--- config.mk ---
export PLATFORM = sky130hd
export DESIGN_NAME = crc_framed_packet_parser_top
export DESIGN_NICKNAME = d
export VERILOG_FILES = /design/src/rtl/cfpp_pkg.sv /design/src/rtl/cfpp_body_ram.sv /design/src/rtl/cfpp_rx.sv /design/src/rtl/cfpp_tx.sv /design/src/rtl/crc_framed_packet_parser_top.sv
export SDC_FILE = /design/constraint.sdc
export NUM_CORES = 1
export LEC_CHECK = 0
export BUFFER_PORTS_ARGS = -buffer_cell sky130_fd_sc_hd__clkbuf_2
export CAP_MARGIN = 20
export CORE_MARGIN = 4
export CORE_UTILIZATION = 50
export DETAILED_ROUTE_END_ITERATION = 8
export PLACE_DENSITY = 0.66
export SLEW_MARGIN = 20
export SYNTH_ARGS = -nofsm -noshare
export SYNTH_HDL_FRONTEND = slang
export SYNTH_SLANG_ARGS = --single-unit
--- constraint.sdc ---
create_clock -name i_clk -period 4.55 [get_ports i_clk]
set_clock_uncertainty 0.05 [all_clocks]
set_input_delay 0.6825 -clock i_clk [delete_from_list [all_inputs] [get_ports i_clk]]
set_output_delay 0.6825 -clock i_clk [all_outputs]
set_load 0.03 [all_outputs]
--- src/rtl/cfpp_pkg.sv ---
// Shared constants, types and the CRC step for the framed packet parser.
`timescale 1ns / 1ps
`default_nettype none

package cfpp_pkg;

    // Frame geometry
    localparam int MAX_PAYLOAD = 64;
    localparam int STORE_DEPTH = MAX_PAYLOAD + 2;
    localparam int STORE_AW    = $clog2(STORE_DEPTH);
    localparam int CNT_W       = $clog2(STORE_DEPTH + 1);

    // Fixed field widths
    localparam int BYTE_W  = 8;
    localparam int PLEN_W  = 7;
    localparam int IDX_W   = 6;
    localparam int CFG_IDX_W = 8;

    // Configuration register indexes
    localparam logic [CFG_IDX_W-1:0] REG_MAGIC_FIRST  = 8'd0;
    localparam logic [CFG_IDX_W-1:0] REG_MAGIC_SECOND = 8'd1;
    localparam logic [7:0] MAGIC_FIRST_RST  = 8'hAA;
    localparam logic [7:0] MAGIC_SECOND_RST = 8'h55;

    // CRC16-CCITT
    localparam logic [15:0] CRC_START = 16'hFFFF;
    localparam logic [15:0] CRC_POLY  = 16'h1021;

    // Body store write port
    typedef struct packed {
        logic                en;
        logic [STORE_AW-1:0] addr;
        logic [BYTE_W-1:0]   data;
    } t_ram_wr;

    // Hand-over of a good frame to the drain side
    typedef struct packed {
        logic              valid;
        logic [PLEN_W-1:0] plen;
    } t_frame_start;

    // One result item
    typedef struct packed {
        logic [BYTE_W-1:0] seq;
        logic [BYTE_W-1:0] cmd;
        logic [PLEN_W-1:0] plen;
        logic              has_payload;
        logic [IDX_W-1:0]  idx;
        logic [BYTE_W-1:0] data;
        logic              last;
    } t_result;

    // One byte through the CRC, MSB first
    function automatic logic [15:0] crc16_step(input logic [15:0] crc_in,
                                               input logic [7:0]  b);
        logic [15:0] c;
        c = crc_in ^ {b, 8'h00};
        for (int k = 0; k < 8; k++) begin
            if (c[15]) begin
                c = {c[14:0], 1'b0} ^ CRC_POLY;
            end else begin
                c = {c[14:0], 1'b0};
            end
        end
        return c;
    endfunction

endpackage

`default_nettype wire

--- src/rtl/cfpp_body_ram.sv ---
// Body store: single write port, single registered read port.
`timescale 1ns / 1ps
`default_nettype none

module cfpp_body_ram
    import cfpp_pkg::*;
(
    input  wire logic                i_clk,
    input  wire t_ram_wr             i_wr,
    input  wire logic                i_rd_en,
    input  wire logic [STORE_AW-1:0] i_rd_addr,
    output logic [BYTE_W-1:0]        o_rd_data
);

    logic [BYTE_W-1:0] r_mem [STORE_DEPTH];

    // Write port
    always_ff @(posedge i_clk) begin
        if (i_wr.en) begin
            r_mem[i_wr.addr] <= i_wr.data;
        end
    end

    // Read port, registered output
    always_ff @(posedge i_clk) begin
        if (i_rd_en) begin
            o_rd_data <= r_mem[i_rd_addr];
        end
    end

endmodule

`default_nettype wire

--- src/rtl/cfpp_rx.sv ---
// Receive side: frame hunt, length check, running CRC and body store writes.
`timescale 1ns / 1ps
`default_nettype none

module cfpp_rx
    import cfpp_pkg::*;
(
    input  wire logic              i_clk,
    input  wire logic              i_rst_n,
    input  wire logic              i_take,
    input  wire logic [BYTE_W-1:0] i_byte,
    input  wire logic [BYTE_W-1:0] i_magic_first,
    input  wire logic [BYTE_W-1:0] i_magic_second,
    output t_ram_wr                o_wr,
    output t_frame_start           o_start
);

    typedef enum logic [2:0] {
        PH_MAGIC_A = 3'd0,
        PH_MAGIC_B = 3'd1,
        PH_LEN_HI  = 3'd2,
        PH_LEN_LO  = 3'd3,
        PH_BODY    = 3'd4,
        PH_CRC_HI  = 3'd5,
        PH_CRC_LO  = 3'd6
    } t_phase;

    t_phase            r_phase, n_phase;
    logic [15:0]       r_crc, n_crc;
    logic [BYTE_W-1:0] r_len_hi, n_len_hi;
    logic [CNT_W-1:0]  r_len, n_len;
    logic [CNT_W-1:0]  r_count, n_count;
    logic [BYTE_W-1:0] r_crc_hi, n_crc_hi;

    logic [15:0]       crc_next;
    logic [15:0]       crc_first;
    logic [15:0]       len_word;
    logic [CNT_W-1:0]  count_inc;

    assign crc_next  = crc16_step(r_crc, i_byte);
    assign crc_first = crc16_step(CRC_START, i_byte);
    assign len_word  = {r_len_hi, i_byte};
    assign count_inc = r_count + CNT_W'(1);

    // Next-state logic, one received byte per transaction
    always_comb begin
        n_phase  = r_phase;
        n_crc    = r_crc;
        n_len_hi = r_len_hi;
        n_len    = r_len;
        n_count  = r_count;
        n_crc_hi = r_crc_hi;
        o_wr     = '{en: 1'b0, addr: r_count[STORE_AW-1:0], data: i_byte};
        o_start  = '{valid: 1'b0, plen: PLEN_W'(r_len - CNT_W'(2))};
        if (i_take) begin
            case (r_phase)
                PH_MAGIC_B: begin
                    if (i_byte == i_magic_second) begin
                        n_crc   = crc_next;
                        n_phase = PH_LEN_HI;
                    end else if (i_byte == i_magic_first) begin
                        // retry the byte as a first start byte
                        n_crc   = crc_first;
                        n_phase = PH_MAGIC_B;
                    end else begin
                        n_crc   = CRC_START;
                        n_phase = PH_MAGIC_A;
                    end
                end
                PH_LEN_HI: begin
                    n_crc    = crc_next;
                    n_len_hi = i_byte;
                    n_phase  = PH_LEN_LO;
                end
                PH_LEN_LO: begin
                    if (len_word < 16'd2 || len_word > 16'(STORE_DEPTH)) begin
                        n_crc   = CRC_START;
                        n_phase = PH_MAGIC_A;
                    end else begin
                        n_crc   = crc_next;
                        n_len   = len_word[CNT_W-1:0];
                        n_count = '0;
                        n_phase = PH_BODY;
                    end
                end
                PH_BODY: begin
                    n_crc   = crc_next;
                    o_wr.en = 1'b1;
                    n_count = count_inc;
                    if (count_inc >= r_len) begin
                        n_phase = PH_CRC_HI;
                    end
                end
                PH_CRC_HI: begin
                    n_crc_hi = i_byte;
                    n_phase  = PH_CRC_LO;
                end
                PH_CRC_LO: begin
                    o_start.valid = ({r_crc_hi, i_byte} == r_crc);
                    n_crc         = CRC_START;
                    n_phase       = PH_MAGIC_A;
                end
                default: begin
                    // hunting, and the unused phase code
                    n_phase = PH_MAGIC_A;
                    if (i_byte == i_magic_first) begin
                        n_crc   = crc_first;
                        n_phase = PH_MAGIC_B;
                    end
                end
            endcase
        end
    end

    always_ff @(posedge i_clk) begin
        if (!i_rst_n) begin
            r_phase  <= PH_MAGIC_A;
            r_crc    <= CRC_START;
            r_len_hi <= '0;
            r_len    <= '0;
            r_count  <= '0;
            r_crc_hi <= '0;
        end else begin
            r_phase  <= n_phase;
            r_crc    <= n_crc;
            r_len_hi <= n_len_hi;
            r_len    <= n_len;
            r_count  <= n_count;
            r_crc_hi <= n_crc_hi;
        end
    end

endmodule

`default_nettype wire

--- src/rtl/cfpp_tx.sv ---
// Drain side: reads a good frame back from the body store into the output register.
`timescale 1ns / 1ps
`default_nettype none

module cfpp_tx
    import cfpp_pkg::*;
(
    input  wire logic                i_clk,
    input  wire logic                i_rst_n,
    input  wire t_frame_start        i_start,
    input  wire logic                i_out_take,
    input  wire logic [BYTE_W-1:0]   i_rd_data,
    output logic                     o_rd_en,
    output logic [STORE_AW-1:0]      o_rd_addr,
    output logic                     o_busy,
    output logic                     o_valid,
    output t_result                  o_result
);

    logic              r_busy, n_busy;
    logic              r_pend, n_pend;
    logic [CNT_W-1:0]  r_addr, n_addr;
    logic [CNT_W-1:0]  r_pend_addr, n_pend_addr;
    logic [PLEN_W-1:0] r_plen, n_plen;
    logic [BYTE_W-1:0] r_seq, n_seq;
    logic [BYTE_W-1:0] r_cmd, n_cmd;
    logic              r_valid, n_valid;
    t_result           r_result, n_result;

    logic              out_free;
    logic              issue;
    logic [CNT_W-1:0]  last_addr;

    assign out_free  = !r_valid || i_out_take;
    // header bytes sit at 0 and 1; the last read is 1 for an empty payload
    assign issue     = r_busy && !r_pend && (r_addr == '0 || out_free);
    assign last_addr = (r_plen == '0) ? CNT_W'(1) : CNT_W'(r_plen) + CNT_W'(1);

    assign o_rd_en   = issue;
    assign o_rd_addr = r_addr[STORE_AW-1:0];
    assign o_busy    = r_busy;
    assign o_valid   = r_valid;
    assign o_result  = r_result;

    // Read issue, return and output register load
    always_comb begin
        n_busy      = r_busy;
        n_pend      = issue;
        n_addr      = r_addr;
        n_pend_addr = r_pend_addr;
        n_plen      = r_plen;
        n_seq       = r_seq;
        n_cmd       = r_cmd;
        n_valid     = r_valid && !i_out_take;
        n_result    = r_result;

        if (issue) begin
            n_addr      = r_addr + CNT_W'(1);
            n_pend_addr = r_addr;
        end

        if (r_pend) begin
            if (r_pend_addr == '0) begin
                n_seq = i_rd_data;
            end else if (r_pend_addr == CNT_W'(1)) begin
                n_cmd = i_rd_data;
                if (r_plen == '0) begin
                    // empty payload: a single result with no data
                    n_result = '{seq: r_seq, cmd: i_rd_data, plen: '0, has_payload: 1'b0,
                                 idx: '0, data: '0, last: 1'b1};
                    n_valid  = 1'b1;
                    n_busy   = 1'b0;
                end
            end else begin
                n_result = '{seq: r_seq, cmd: r_cmd, plen: r_plen, has_payload: 1'b1,
                             idx: IDX_W'(r_pend_addr - CNT_W'(2)), data: i_rd_data,
                             last: (r_pend_addr == last_addr)};
                n_valid  = 1'b1;
                if (r_pend_addr == last_addr) begin
                    n_busy = 1'b0;
                end
            end
        end

        if (i_start.valid) begin
            n_busy = 1'b1;
            n_addr = '0;
            n_plen = i_start.plen;
        end
    end

    always_ff @(posedge i_clk) begin
        if (!i_rst_n) begin
            r_busy  <= 1'b0;
            r_pend  <= 1'b0;
            r_addr  <= '0;
            r_valid <= 1'b0;
        end else begin
            r_busy  <= n_busy;
            r_pend  <= n_pend;
            r_addr  <= n_addr;
            r_valid <= n_valid;
        end
    end

    // Payload registers
    always_ff @(posedge i_clk) begin
        r_pend_addr <= n_pend_addr;
        r_plen      <= n_plen;
        r_seq       <= n_seq;
        r_cmd       <= n_cmd;
        r_result    <= n_result;
    end

endmodule

`default_nettype wire

--- src/rtl/crc_framed_packet_parser_top.sv ---
// Top level of the magic/length/CRC16 framed packet parser.
//
//  Channel   Dir  Handshake                   Contents
//  s_axis    in   s_axis_tvalid/tready        tdata[7:0] rx_byte
//  m_axis    out  m_axis_tvalid/tready        tdata: seq, cmd, len, index, byte;
//                                             tuser has_payload; tlast last
//  cfg       in   i_cfg_valid/o_cfg_ready     i_cfg_index, i_cfg_data
//
// Receive side takes one byte per cycle while no frame is being drained.
// A good frame is read back from the body store one result at a time, with one store
// read in flight at a time; the two header bytes are read first.
// s_axis_tready is low from the cycle after a good frame's final CRC byte until its
// last result is in the output register; a stalled m_axis holds the drain.
// Reset is synchronous, active low, and needs no clearing pass.
`timescale 1ns / 1ps
`default_nettype none

module crc_framed_packet_parser_top
    import cfpp_pkg::*;
(
    input  wire logic                 i_clk,
    input  wire logic                 i_rst_n,
    // input stream
    input  wire logic                 s_axis_tvalid,
    output logic                      s_axis_tready,
    input  wire logic [7:0]           s_axis_tdata,   // [7:0] rx_byte
    // result stream
    output logic                      m_axis_tvalid,
    input  wire logic                 m_axis_tready,
    // [7:0] frame_seq, [15:8] frame_cmd, [22:16] data_len,
    // [28:23] byte_index, [36:29] payload_byte, [39:37] zero
    output logic [39:0]               m_axis_tdata,
    output logic                      m_axis_tuser,   // [0] has_payload
    output logic                      m_axis_tlast,
    // configuration writes
    input  wire logic                 i_cfg_valid,
    output logic                      o_cfg_ready,
    input  wire logic [CFG_IDX_W-1:0] i_cfg_index,
    input  wire logic [7:0]           i_cfg_data
);

    logic [7:0]          r_magic_first;
    logic [7:0]          r_magic_second;
    logic                in_take;
    logic                out_take;
    t_ram_wr             w_wr;
    t_frame_start        w_start;
    logic                w_rd_en;
    logic [STORE_AW-1:0] w_rd_addr;
    logic [BYTE_W-1:0]   w_rd_data;
    logic                w_busy;
    t_result             w_result;

    // Configuration registers
    assign o_cfg_ready = 1'b1;

    always_ff @(posedge i_clk) begin
        if (!i_rst_n) begin
            r_magic_first  <= MAGIC_FIRST_RST;
            r_magic_second <= MAGIC_SECOND_RST;
        end else if (i_cfg_valid) begin
            case (i_cfg_index)
                REG_MAGIC_FIRST:  r_magic_first  <= i_cfg_data;
                REG_MAGIC_SECOND: r_magic_second <= i_cfg_data;
                default: ;
            endcase
        end
    end

    // Handshakes
    assign s_axis_tready = !w_busy;
    assign in_take       = s_axis_tvalid && s_axis_tready;
    assign out_take      = m_axis_tvalid && m_axis_tready;

    cfpp_rx u_rx (
        .i_clk          (i_clk),
        .i_rst_n        (i_rst_n),
        .i_take         (in_take),
        .i_byte         (s_axis_tdata),
        .i_magic_first  (r_magic_first),
        .i_magic_second (r_magic_second),
        .o_wr           (w_wr),
        .o_start        (w_start)
    );

    cfpp_body_ram u_ram (
        .i_clk     (i_clk),
        .i_wr      (w_wr),
        .i_rd_en   (w_rd_en),
        .i_rd_addr (w_rd_addr),
        .o_rd_data (w_rd_data)
    );

    cfpp_tx u_tx (
        .i_clk      (i_clk),
        .i_rst_n    (i_rst_n),
        .i_start    (w_start),
        .i_out_take (out_take),
        .i_rd_data  (w_rd_data),
        .o_rd_en    (w_rd_en),
        .o_rd_addr  (w_rd_addr),
        .o_busy     (w_busy),
        .o_valid    (m_axis_tvalid),
        .o_result   (w_result)
    );

    // Output packing
    assign m_axis_tdata = {3'b000, w_result.data, w_result.idx, w_result.plen,
                           w_result.cmd, w_result.seq};
    assign m_axis_tuser = w_result.has_payload;
    assign m_axis_tlast = w_result.last;

`ifndef SYNTH
    // an empty-payload result is always the end of its frame
    a_empty_is_last: assert property (@(posedge i_clk) disable iff (!i_rst_n)
        m_axis_tvalid && !m_axis_tuser |-> m_axis_tlast)
        else $error("empty-payload result without tlast");

    // payload index stays inside the payload
    a_idx_in_range: assert property (@(posedge i_clk) disable iff (!i_rst_n)
        m_axis_tvalid && m_axis_tuser |->
            PLEN_W'(m_axis_tdata[28:23]) < m_axis_tdata[22:16])
        else $error("byte_index beyond data_len");

    // the final payload result carries the last index
    a_last_idx: assert property (@(posedge i_clk) disable iff (!i_rst_n)
        m_axis_tvalid && m_axis_tuser && m_axis_tlast |->
            PLEN_W'(m_axis_tdata[28:23]) == m_axis_tdata[22:16] - PLEN_W'(1))
        else $error("tlast on wrong byte_index");

    // body store is never written while a frame drains from it
    a_no_wr_in_drain: assert property (@(posedge i_clk) disable iff (!i_rst_n)
        w_busy |-> !w_wr.en)
        else $error("body store written during drain");

    // a good frame starts the drain on the next cycle
    a_start_busy: assert property (@(posedge i_clk) disable iff (!i_rst_n)
        w_start.valid |=> w_busy)
        else $error("drain did not start");
`endif

endmodule

`default_nettype wire

# --- Word-level counts from Yosys, hierarchy flattened ---
# Memory sizes are Yosys's and may differ from the RTL's. A register that Yosys moved wholly into a read port is not among the register bits.
# Cells that the tools add are included.
op_classes:
  n_eq_ne: 17
  n_reduce_logical: 34
  n_bitwise: 22
  n_mux: 47
  magnitude_cmp: 3
  addsub: 5
ops:
  columns: ["cell", "n"]
  rows:
  - ["$mux W13", 16]
  - ["$pmux W16 S5", 1]
  - ["$mux W39", 2]
  - ["$mux W16", 4]
  - ["$not A3 Y3", 16]
  - ["$add A7 B1 Y7 const B", 3]
  - ["$logic_not A7 Y1", 3]
  - ["$pmux W3 S6", 1]
  - ["$mux W1", 17]
  - ["$eq A16 B16 Y1", 1]
  - ["$eq A8 B8 Y1", 2]
  - ["$gt A16 B7 Y1 const B", 1]
  - ["$lt A16 B2 Y1 const B", 1]
  - ["$not A16 Y16", 1]
  - ["$xor A16 B16 Y16", 1]
  - ["$reduce_and A3 Y1", 5]
  - ["$mux W7", 2]
  - ["$pmux W7 S2", 1]
  - ["$reduce_and A2 Y1", 6]
  - ["$eq A3 B3 Y1 const B", 3]
  - ["$mux W3", 3]
  - ["$eq A8 B1 Y1 const B", 1]
  - ["$logic_not A8 Y1", 1]
  - ["$eq A7 B1 Y1 const B", 1]
  - ["18 further kinds", 35]
totals:
  memories: 1
  word_cells: 152
  output_inout_bits: 45
  ram_bits: 528
  in_bits: 29
  reg_bits: 144
memory_table:
  columns: ["name", "words", "width", "rd", "rd_ports_with_merged_regs", "write_ports", "line_no", "text"]
  rows:
  - ["u_ram.r_mem", 66, 8, 1, 1, 1, "cfpp_body_ram.sv:15", "logic [BYTE_W-1:0] r_mem [STORE_DEPTH];"]

# --- Logic depth before layout (Yosys ltp) ---
logic_depth:
  ltp_word: 20
  mapped_depth: 11
  mapped_depth_nobuf: 10

# --- By module ---
# From an unflattened synthesis, not the netlist that was laid out.
hier_totals:
  hier_cells: 1731
  area_unflattened_um2: 28583.7
modules_own_cells:
  columns: ["module", "cells_each", "instances", "area_per_inst_um2", "seq_area_each_um2"]
  rows:
  - ["cfpp_body_ram", 969, 1, 20987.6, 16095.4]
  - ["cfpp_rx", 446, 1, 3602.2, 980.9]
  - ["cfpp_tx", 235, 1, 3213.1, 2272.2]
  - ["crc_framed_packet_parser_top", 81, 1, 780.7, 320.3]

# --- Worst setup path after synthesis ---
# No wires, ideal clock.
synth_timing:
  kind: "register to register"
  from: "register u_tx.r_plen[0]"
  to: "register u_tx.r_result, in the netlist u_tx.o_result[0] (enable)"
  t_required_ns: 4.063
  stages_incl_launch_ff: 7
  synth_period_minus_slack_ns: 3.675
  n_path_buf: 0
  arrival_time_ns: 3.188
  path_slack_ns: 0.875
  setup_ns: 0.437
  path_cell_list: "edfxtp_1 inv_1 ha_1 nor4b_1 and2_1 a21boi_0 nor2_1"
synth_via:
  elab_chain_len: 3
synth_rtl:
  columns: ["element", "line_no", "text"]
  rows:
  - ["start: declaration", "cfpp_tx.sv:24", "logic [PLEN_W-1:0] r_plen, n_plen;"]
  - ["start signal: assignment", "cfpp_tx.sv:109", "r_plen <= n_plen;"]
  - ["$logic_not A7 Y1", "cfpp_tx.sv:67", "if (r_plen == '0) begin"]
  - ["$ne A2 B2 Y1 (no line)", null, null]
  - ["$reduce_and A3 Y1 (no line)", null, null]
  - ["end signal: assignment", "cfpp_tx.sv:112", "r_result <= n_result;"]
  - ["end: declaration", "cfpp_tx.sv:28", "t_result r_result, n_result;"]
# Every way passes these cells.
# A chain may end at the register's enable or synchronous reset.

# --- Final worst setup path ---
layout_timing:
  from: "register u_tx.r_pend_addr[1]"
  to: "register u_tx.r_cmd[4] (enable)"
layout_via:
  elab_chain_len: 3
  elab_cells_between_ends: 4
  classes_between: "1 x eq/ne; 1 x bitwise; 2 x reduce/logical"
layout_rtl:
  columns: ["element", "line_no", "text"]
  rows:
  - ["start: declaration", "cfpp_tx.sv:23", "logic [CNT_W-1:0] r_pend_addr, n_pend_addr;"]
  - ["start signal: assignment", "cfpp_tx.sv:108", "r_pend_addr <= n_pend_addr;"]
  - ["$logic_not A7 Y1", "cfpp_tx.sv:63", "if (r_pend_addr == '0) begin"]
  - ["$not A1 Y1 (no line)", null, null]
  - ["$reduce_and A3 Y1 (no line) *", null, null]
  - ["end signal: assignment", "cfpp_tx.sv:111", "r_cmd <= n_cmd;"]
  - ["end: declaration", "cfpp_tx.sv:26", "logic [BYTE_W-1:0] r_cmd, n_cmd;"]
# Mark *: on every way between the ends. The rest lies on a longest branch, timed or not.

==> results.tsv <==
metric	value	unit
worst skew pair latency	0.61	ns
hold_sp	i_cfg_data[1]	
sequential area share after synthesis	70.3	%
sw power	0.00254	W
pwr dens	397	mW/mm²
clk sinks	680	
compound-gate portion of the synthesized area	4.45	%
Setup TNS	0	ns
Via Count	15600	
share of total power in the clock network	44.1	%
pre-CTS WS	1.04	ns
relative slew slack	30.1	%
mapped cell area	0.0280	mm²
Mean Syn Cell Area	16.6	µm²
hold bufs inserted after CTS	0	
worst-path cell chain	nor4_1 -> nor3b_1 -> and2_1 -> inv_1 -> nor2_1	
fraction of the mapped netlist area in adder cells	0.626	%
nets	1832	
DRC	0	
placed cells	2463	
Synth Flop Type	edfxtp_1	
wire length on met3	4.89	mm
Power Internal	0.00999	W
Gates resized, CTS repair	0	
RSZ-0062 raised after global routing	no	
Non-Filler Instances	2594	
period utilization	76.2	%
worst setup path category	flop to flop	
post-synthesis cell count	1686	
share of layout cells above drive strength 1	19.6	%
post-synthesis simple-gate area fraction	7.30	%
switch share	20.2	%
YS warnings	0	
LEAKAGE	10.1	nW
Area Growth Syn to Fin	12.7	%
Finish-stage setup viols	0	
Total GRT Usage	22.9	%
worst setup margin	1.08	ns
r2r endpoint	u_tx.r_cmd[4]$_DFFE_PP_	
Peak VDD IR	0.253	mV
fin. max-slew vios	0	
number of flops mapped to enable cells by yosys	605	
CTS tree	yes	
status	complete, no violations	
crit-path max FO	23	
Logic pwr share	1.8	%
largest net degree at the start of global routing	73	
setup bufs post-CTS	0	
Die Width	245	µm
Hold Path Cell Cnt	3	
clock buffer depth	3	
sequential group share of total power	54.1	%
most frequent cells in the layout	edfxtp_1, mux4_2, nor2_1	
clk slew on worst S/H paths	0.06	ns
drt initial violations	1803	
# IOs	74	
CP delay by family, top	simple AND/OR/NAND/NOR gates	
post-DR vias/cell	6.01	
final hold viol count	0	
row count	86	
Buf/Inv on CP	1	
DIE HEIGHT	245	µm
H-tree depth	3	
Worst Path Required	4.74	ns
DRT Wirelength	67.3	mm
max layer used	met5	
Register-to-Register Setup Slack	1.08	ns
Netlist cell types	69	
Final HPWL DP	42.7	mm
post-DR wirelength/cell	25.9	µm
antenna-violating nets left	0	
CP arrival	3.66	ns
FF-to-FF path depth	5	
Slowest Stage Delay on Critical Path	0.65	ns
Synth async-reset ratio	0	%
met1 WL	27.9	mm
most common cell after layout, fill and taps aside	edfxtp_1	
initial antenna violation count	5	
Synth Area in XOR/XNOR	2.97	%
number of global-route vias before repair	15700	
mux contribution to synthesized area	12.5	%
HP Class	input port to flop	
die area	0.0598	mm²
Port-buffer cells	69	
Initial Util	50.7	%
Power Total	0.0125	W
number of buffers created by CTS	71	
Worst-Margin Slew	1.05	ns
Final GP Congestion	0.864	
root buf cell	clkbuf_16	
fmax	288	MHz
flops & latches, synth	680	
CP Launch Type	flop	
met2 wire len	32.2	mm
core footprint	0.0552	mm²
Max stage delay cell, worst path	nor2_1	
main combinational cell family by area after synthesis	multiplexers	
hold path endpoint	r_magic_first[1]$_SDFFE_PN1P_	
drt pass-1 iters	5	
Final min period	3.47	ns
CP endpoint kind	flop	
MaxCap Viol Count	0	
worst flop-to-flop path startpoint	u_tx.r_pend_addr[1]$_DFFE_PP_	
first-pass GRT wire length	102	mm
total global routing overflow	0	
-- power groups by stage --
| stage | registers (W) | logic (W) | clock network, W |
|---|---|---|---|
| floorplan | 0.00691 | 0.0000939 | 0 |
| global placement | 0.00691 | 0.000220 | 0 |
| detailed placement | 0.00691 | 0.000223 | 0 |
| CTS | 0.00678 | 0.000222 | 0.00561 |
| global route | 0.00677 | 0.000239 | 0.00591 |
| finish | 0.00678 | 0.000221 | 0.00553 |
-- tightest hold or removal path, delay by kind of cell --
kind | cells | cell delay (ns)
buffers and inverters | 1 | 0.09
multiplexers | 1 | 0.06
AND/OR/NAND/NOR | 1 | 0.06
-- through the flow --
step	cell area, µm²	hold WS (ns)	util (%)
5_1_grt	31500	0.259	57.1
3_5_place_dp	29300	0.356	53.1
2_1_floorplan	28000	0.350	-
4_1_cts	31500	0.248	57.1
3_3_place_gp	29300	0.353	53.1
6_report	31500	0.265	57.1
-- worst max path at each step --
stage | from | end | slack [ns] | cells after the start
floorplan | u_tx.r_plen[0]$_DFFE_PP_ | u_tx.o_result[0]$_SDFFCE_PP1P_ | 0.87 | 6
global placement | s_axis_tvalid | u_ram.r_mem[22][3]$_DFFE_PP_ | 1.10 | 7
detailed placement | s_axis_tvalid | u_ram.r_mem[0][2]$_DFFE_PP_ | 1.04 | 7
CTS | u_tx.r_pend_addr[1]$_DFFE_PP_ | u_tx.r_cmd[7]$_DFFE_PP_ | 1.07 | 5
global route | u_tx.r_pend_addr[1]$_DFFE_PP_ | u_tx.r_cmd[4]$_DFFE_PP_ | 0.82 | 5
finish | u_tx.r_pend_addr[1]$_DFFE_PP_ | u_tx.r_cmd[4]$_DFFE_PP_ | 1.08 | 5
-- area by class of cell --
class                           instances  area (µm²)
Clock buffer                           87        1870
Inverter                               24        90.1
Clock inverter                         41         340
Multi-Input combinational cell        891        7820
Sequential cell                       680       19700
Tap cell                              748         936
Fill cell                            4207       23700
Antenna cell                            2        5.00
Timing Repair Buffer                  121         786
-- kinds of logic after synthesis --
family	count (synthesis)
other cells	2
buf+inv	117
fa+ha+maj	14
compound gates	169
mux	186
xor+xnor	95
flops	680
simple gates	423
-- state kept, by name (all words and copies together), names as in the netlist, 8 cells and up --
signal           flops
u_rx.r_len_hi        8
u_tx.o_result       39
u_rx.r_crc          16
u_tx.r_seq           8
r_magic_second       8
u_rx.r_crc_hi        8
u_tx.r_cmd           8
u_ram.o_rd_data      8
u_ram.r_mem        528
r_magic_first        8
-- per-layer routing --
metal  track usage (%)  up-vias
li1                  -     6780
met1              32.5     7995
met2              36.1      701
met3              4.11      122
met4              8.17        2
met5                 0        -
-- synthesized netlist by cell type (24+ instances only) --
cell | number | area, µm²
edfxtp_1 | 605 | 18200
mux4_2 | 130 | 2930
nor2_1 | 130 | 488
nand2_1 | 109 | 409
dfxtp_1 | 75 | 1500
xnor2_1 | 58 | 508
nor2b_1 | 57 | 357
mux2i_1 | 56 | 561
clkbuf_1 | 47 | 176
xor2_1 | 37 | 324
a21oi_1 | 32 | 160
nand3_1 | 32 | 160
buf_2 | 28 | 140
and2_1 | 24 | 150
Power figures use the tool's default switching activity.
